===== src/rtl/dpc_pkg.sv =====
// Shared types and constants of the detector packet checker.
// Used by dpc_cfg_regs, dpc_frame_track and detector_packet_checker.
`default_nettype none

package dpc_pkg;

	// Width of the byte position counter within one packet.
	localparam int unsigned POS_W = 17;
	localparam int unsigned CFG_IDX_W = 3;

	// Number of bytes in front of the payload: two sync, two id, two length.
	localparam logic [POS_W-1:0] HDR_BYTES = POS_W'(6);

	// Fixed header positions.
	localparam logic [POS_W-1:0] POS_SYNC_FIRST = POS_W'(0);
	localparam logic [POS_W-1:0] POS_SYNC_SECOND = POS_W'(1);
	localparam logic [POS_W-1:0] POS_PID_FIRST = POS_W'(2);
	localparam logic [POS_W-1:0] POS_PID_SECOND = POS_W'(3);
	localparam logic [POS_W-1:0] POS_LEN_HIGH = POS_W'(4);
	localparam logic [POS_W-1:0] POS_LEN_LOW = POS_W'(5);

	// First id byte that marks an acknowledge.
	localparam logic [7:0] PID_ACK_MARK = 8'hFF;

	// Configuration register indexes.
	localparam logic [CFG_IDX_W-1:0] CFG_SYNC_FIRST = 3'd0;
	localparam logic [CFG_IDX_W-1:0] CFG_SYNC_SECOND = 3'd1;
	localparam logic [CFG_IDX_W-1:0] CFG_EXP_PID_FIRST = 3'd2;
	localparam logic [CFG_IDX_W-1:0] CFG_EXP_PID_SECOND = 3'd3;
	localparam logic [CFG_IDX_W-1:0] CFG_PAYLOAD_LENGTH = 3'd4;

	typedef enum logic [2:0] {
		ST_OK         = 3'd0,
		ST_ACK        = 3'd1,
		ST_WRONG_ID   = 3'd2,
		ST_SYNC_ERR   = 3'd3,
		ST_CKSUM_ERR  = 3'd4,
		ST_LENGTH_ERR = 3'd5
	} status_code_t;

	typedef struct packed {
		logic [7:0]  sync_first;
		logic [7:0]  sync_second;
		logic [7:0]  exp_pid_first;
		logic [7:0]  exp_pid_second;
		logic [15:0] payload_length;
	} cfg_t;

	typedef struct packed {
		logic         is_status;
		logic [7:0]   payload_byte;
		status_code_t status_code;
		logic [7:0]   got_pid_first;
		logic [7:0]   got_pid_second;
	} result_t;

endpackage

`default_nettype wire


===== src/rtl/dpc_frame_track.sv =====
// Packet framing state and per-byte classification of the packet checker.
// Depends on dpc_pkg for positions, status codes and the result bundle.
`default_nettype none

module dpc_frame_track (
	input  wire logic          clk,
	input  wire logic          arst_n,
	input  wire logic          step,
	input  wire logic [7:0]    rx_byte,
	input  wire dpc_pkg::cfg_t cfg,
	output logic               produce,
	output dpc_pkg::result_t   res
);
	import dpc_pkg::*;

	logic [POS_W-1:0] pos_q;
	logic [15:0]      sum_q;
	logic             sync_bad_q;
	logic [7:0]       pid_first_q;
	logic [7:0]       pid_second_q;
	logic [15:0]      length_q;

	logic [POS_W-1:0] cks_hi;
	logic [POS_W-1:0] last_pos;
	logic             at_end;
	logic             at_payload;
	logic [15:0]      sum_add;
	logic [15:0]      sum_next;
	logic [15:0]      final_sum;
	status_code_t     code;

	assign cks_hi     = {1'b0, cfg.payload_length} + HDR_BYTES;
	assign last_pos   = cks_hi + POS_W'(1);
	assign at_end     = (pos_q >= last_pos);
	assign at_payload = (pos_q >= HDR_BYTES) && (pos_q < cks_hi);

	// The high checksum byte carries weight 256; every other byte adds plainly.
	assign sum_add   = (pos_q == cks_hi) ? {rx_byte, 8'h00} : {8'h00, rx_byte};
	assign sum_next  = sum_q + sum_add;
	assign final_sum = sum_q + {8'h00, rx_byte};

	always_comb begin
		if (pid_first_q != cfg.exp_pid_first || pid_second_q != cfg.exp_pid_second) begin
			code = (pid_first_q == PID_ACK_MARK) ? ST_ACK : ST_WRONG_ID;
		end else if (sync_bad_q) begin
			code = ST_SYNC_ERR;
		end else if (final_sum != 16'd0) begin
			code = ST_CKSUM_ERR;
		end else if (length_q != cfg.payload_length) begin
			code = ST_LENGTH_ERR;
		end else begin
			code = ST_OK;
		end
	end

	always_comb begin
		produce            = at_end || at_payload;
		res.is_status      = at_end;
		res.payload_byte   = at_end ? 8'h00 : rx_byte;
		res.status_code    = at_end ? code : ST_OK;
		res.got_pid_first  = at_end ? pid_first_q : 8'h00;
		res.got_pid_second = at_end ? pid_second_q : 8'h00;
	end

	always_ff @(posedge clk or negedge arst_n) begin
		if (!arst_n) begin
			pos_q        <= '0;
			sum_q        <= '0;
			sync_bad_q   <= 1'b0;
			pid_first_q  <= '0;
			pid_second_q <= '0;
			length_q     <= '0;
		end else if (step) begin
			if (at_end) begin
				pos_q        <= '0;
				sum_q        <= '0;
				sync_bad_q   <= 1'b0;
				pid_first_q  <= '0;
				pid_second_q <= '0;
				length_q     <= '0;
			end else begin
				pos_q <= pos_q + POS_W'(1);
				sum_q <= sum_next;
				case (pos_q)
					POS_SYNC_FIRST:  sync_bad_q <= (rx_byte != cfg.sync_first);
					POS_SYNC_SECOND: sync_bad_q <= sync_bad_q | (rx_byte != cfg.sync_second);
					POS_PID_FIRST:   pid_first_q <= rx_byte;
					POS_PID_SECOND:  pid_second_q <= rx_byte;
					POS_LEN_HIGH:    length_q[15:8] <= rx_byte;
					POS_LEN_LOW:     length_q[7:0] <= rx_byte;
					default: begin
					end
				endcase
			end
		end
	end

endmodule

`default_nettype wire


===== config.mk =====
export PLATFORM = sky130hd
export DESIGN_NAME = dpc_frame_track
export DESIGN_NICKNAME = d
export VERILOG_FILES = /design/src/rtl/dpc_pkg.sv /design/src/rtl/dpc_frame_track.sv
export SDC_FILE = /design/constraint.sdc
export NUM_CORES = 1
export LEC_CHECK = 0
export BUFFER_PORTS_ARGS = -buffer_cell sky130_fd_sc_hd__buf_2
export CORE_AREA = 3 3 136 125
export CTS_BUF_LIST = sky130_fd_sc_hd__clkbuf_16
export CTS_CLUSTER_SIZE = 8
export DETAILED_ROUTE_END_ITERATION = 7
export DIE_AREA = 0 0 139 128
export HOLD_SLACK_MARGIN = 0.1
export MAX_ROUTING_LAYER = met4
export SLEW_MARGIN = 40
export SYNTH_ARGS = -nofsm -noshare
export SYNTH_HDL_FRONTEND = slang
export SYNTH_SLANG_ARGS = --single-unit
export TNS_END_PERCENT = 10

===== constraint.sdc =====
create_clock -name clk -period 13.1 [get_ports clk]
set_input_delay 2.62 -clock clk [delete_from_list [all_inputs] [get_ports clk]]
set_output_delay 2.62 -clock clk [all_outputs]
set_load 0.02 [all_outputs]

==> impl_metrics.ini <==
[sta]
fin_crit_ns = 10.05
tightest_slew_ns = 0.809
setup_tns_ns = 0
fin_skew_ns = 0.0134
setup_viol = 0
slew_violations = 0
rsz0062_at_grt = no
hold_violations = 0
whs_ns = 0.532
period_share = 0.767
fmax_mhz = 99.5
max_slew_margin = 0.459

[finish]
syn_to_final_growth_pct = 14.2
drive_gt1_frac = 0.148
utilization = 0.461
antenna-diode-count = 0
stdcell_count = 1031
fin_nets = 949
finalInstanceArea_um2 = 7140
layout_common_cells = buf_2 (87), dfrtp_1 (66), ha_1 (64)
final_common_cell = buf_2

[detailed_routing]
first_pass_iters = 5
drtIter0Drc = 455
detail-route-antenna-nets = 0
via_count = 5581
wire_per_inst_um = 16.5
drc = 0
via_per_inst = 5.41
wirelength_um = 17100

[status]
outcome = finished clean

[placed_design]
dp.cells = 1015
dpl.hpwl_um = 13300
placed_cell_area_um2 = 6850
globalplace.congestion = 0.882
port_buffers = 87

[worst_hold_path]
min_path_cells = 1
hold_class = register to register

[synth]
yosysUniqueCellTypes = 73
synth_nets = 876
synth_edf_count = 0
synth_flop_cell = dfrtp_1
ys_seq_area_frac = 0.264
syn_inst = 751
ys_ff_latch = 66
synth_area_um2 = 6250
synth_warnings = 0
synth-async-reset-ratio = 1.00
syn-mean-instance-area_um2 = 8.32

[critical_path]
crit_start = cfg[1]
r2r-end = sum_q[13]$_DFFE_PN0P_
path_class = input port to output port
start_kind = input port
r2r_slack_ns = 8.62
worstPathMaxFanout = 18
rr_worst_depth = 17
cp_top_family = compound AO/OA/AOI/OAI gates
slowest_stage = nor4_1
cp_cell_sequence = buf_2, inv_1, ha_1, nor3b_2, a21oi_1, o32a_1, o21ai_2, nand3b_2, nor4_1, nand2_1, xnor2_1, ha_1, a2111o_1, a31oi_1, o21ai_0, a31oi_1, a21o_1, inv_1, buf_4, and2_1, buf_2
cp.depth = 21
cp_num_buf_inv = 5
critPathArrivalTime_ns = 7.43
worstReg2RegStart = pos_q[12]$_DFFE_PN0P_
worst_setup_path_end_kind = output port
required_ns = 10.48
max_stage_delay_ns = 0.57
setup.worst_path.end = res[12]

[floorplanning]
initial_utilization = 0.403
dieArea_um2 = 17800
die_w_um = 139
core_um2 = 15500
die_y_um = 128
boundaryPins = 88
std_cell_rows = 43

[clocking]
cts_setup_buffers = 0
cts_resized = 0
cts.sink_count = 66
clk_path_buf_depth = 2
clkLatencyLatePin_ns = 0.34
cts_tree = done
htree_levels = 3
clkTransAtPathRegs_ns = 0.06
cts_hold_buf = 0
cts_buffers = 9
root_buffer = clkbuf_16

[global_route]
overflow = 0
grt_pass1_vias = 5499
grt_max_degree = 67
antenna_found_initial = 0
grt_pass1_wl_um = 29100
grtUsageTotal = 0.205

[flow_run]
cap_violations = 0

[power_and_ir_drop]
ir_worst_vdd_mv = 0.0879
powerDensity_nw_per_um2 = 123
leakage_nw = 3.30
==> final cells by class <==
cell class | instances | area (um^2)
fill | 1564 | 8360
multi-input combinational | 624 | 4360
sequential | 66 | 1650
timing repair buffer | 90 | 462
tap | 202 | 253
clock buffer | 9 | 225
inverter | 33 | 124
clock inverter | 7 | 61.3
==> stage by stage <==
stage,power [mW],setup slack [ns]
floorplan,0.549,4.25
CTS,0.883,3.04
finish,0.880,3.05
detailed placement,0.648,3.04
global route,0.955,2.56
global placement,0.646,3.17
==> synthesized netlist by cell type, types with 3 or more instances <==
master | instances | area share
nand2b_1 | 8 | 0.0080
o21a_1 | 8 | 0.0096
nand4_1 | 21 | 0.021
xor2_1 | 46 | 0.064
xnor2_1 | 52 | 0.073
nor2_1 | 53 | 0.032
nand3_1 | 49 | 0.039
dfrtp_1 | 66 | 0.26
inv_1 | 33 | 0.020
a31oi_1 | 5 | 0.0050
nor3_1 | 12 | 0.0096
or4_1 | 3 | 0.0036
and3_1 | 10 | 0.010
o31ai_1 | 5 | 0.0060
a211oi_1 | 6 | 0.0072
o2111ai_1 | 4 | 0.0056
or2_2 | 3 | 0.0030
nor4_1 | 12 | 0.012
mux2i_1 | 3 | 0.0048
ha_1 | 64 | 0.13
o22ai_1 | 4 | 0.0040
o2bb2ai_1 | 11 | 0.015
nand3b_1 | 3 | 0.0036
clkbuf_1 | 21 | 0.013
o21ai_0 | 63 | 0.050
and2_1 | 25 | 0.025
nor2b_1 | 18 | 0.018
a21oi_1 | 24 | 0.019
o41ai_1 | 3 | 0.0042
a21o_1 | 9 | 0.011
nand2_1 | 55 | 0.033
==> worst min-delay path by stage <==
stage / from / end
after floorplan: sum_q[3]$_DFFE_PN0P_ / sum_q[3]$_DFFE_PN0P_
after global placement: length_q[9]$_DFFE_PN0P_ / length_q[9]$_DFFE_PN0P_
after detailed placement: length_q[10]$_DFFE_PN0P_ / length_q[10]$_DFFE_PN0P_
after CTS: length_q[9]$_DFFE_PN0P_ / length_q[9]$_DFFE_PN0P_
after global routing: sum_q[0]$_DFFE_PN0P_ / sum_q[0]$_DFFE_PN0P_
final: sum_q[6]$_DFFE_PN0P_ / sum_q[6]$_DFFE_PN0P_
==> power breakdown <==
group / internal [mW] / total (mW) / switching, mW
Clock: 0.131 / 0.232 / 0.101
Sequential: 0.231 / 0.281 / 0.0503
Combinational: 0.166 / 0.367 / 0.201
==> kinds of logic (layout without fill, tap and decap cells) <==
| logic type | count (synthesis) | after routing | share of synthesized area |
|---|---|---|---|
| muxes | 4 | 4 | 0.00661 |
| DFF | 66 | 66 | 0.264 |
| AOI/OAI and AO/OA | 168 | 168 | 0.176 |
| buffers and inverters | 61 | 139 | 0.0400 |
| xor gates and xnor gates | 98 | 98 | 0.137 |
| and+or+nand+nor | 288 | 288 | 0.241 |
| adders and majority gates | 66 | 66 | 0.135 |
==> routing by layer <==
layer / part of all wire / GRT usage
met3: 0.038 / 0.0339
met1: 0.52 / 0.296
met2: 0.43 / 0.303
met4: 0.010 / 0.0449
met5: 0 / -
==> flip-flops by register name, summed over array words and instances (netlist names) <==
signal and count:
sync_bad_q 1, length_q 16, pid_first_q 8, pid_second_q 8, sum_q 16, pos_q 17
Power figures use the tool's default switching activity.
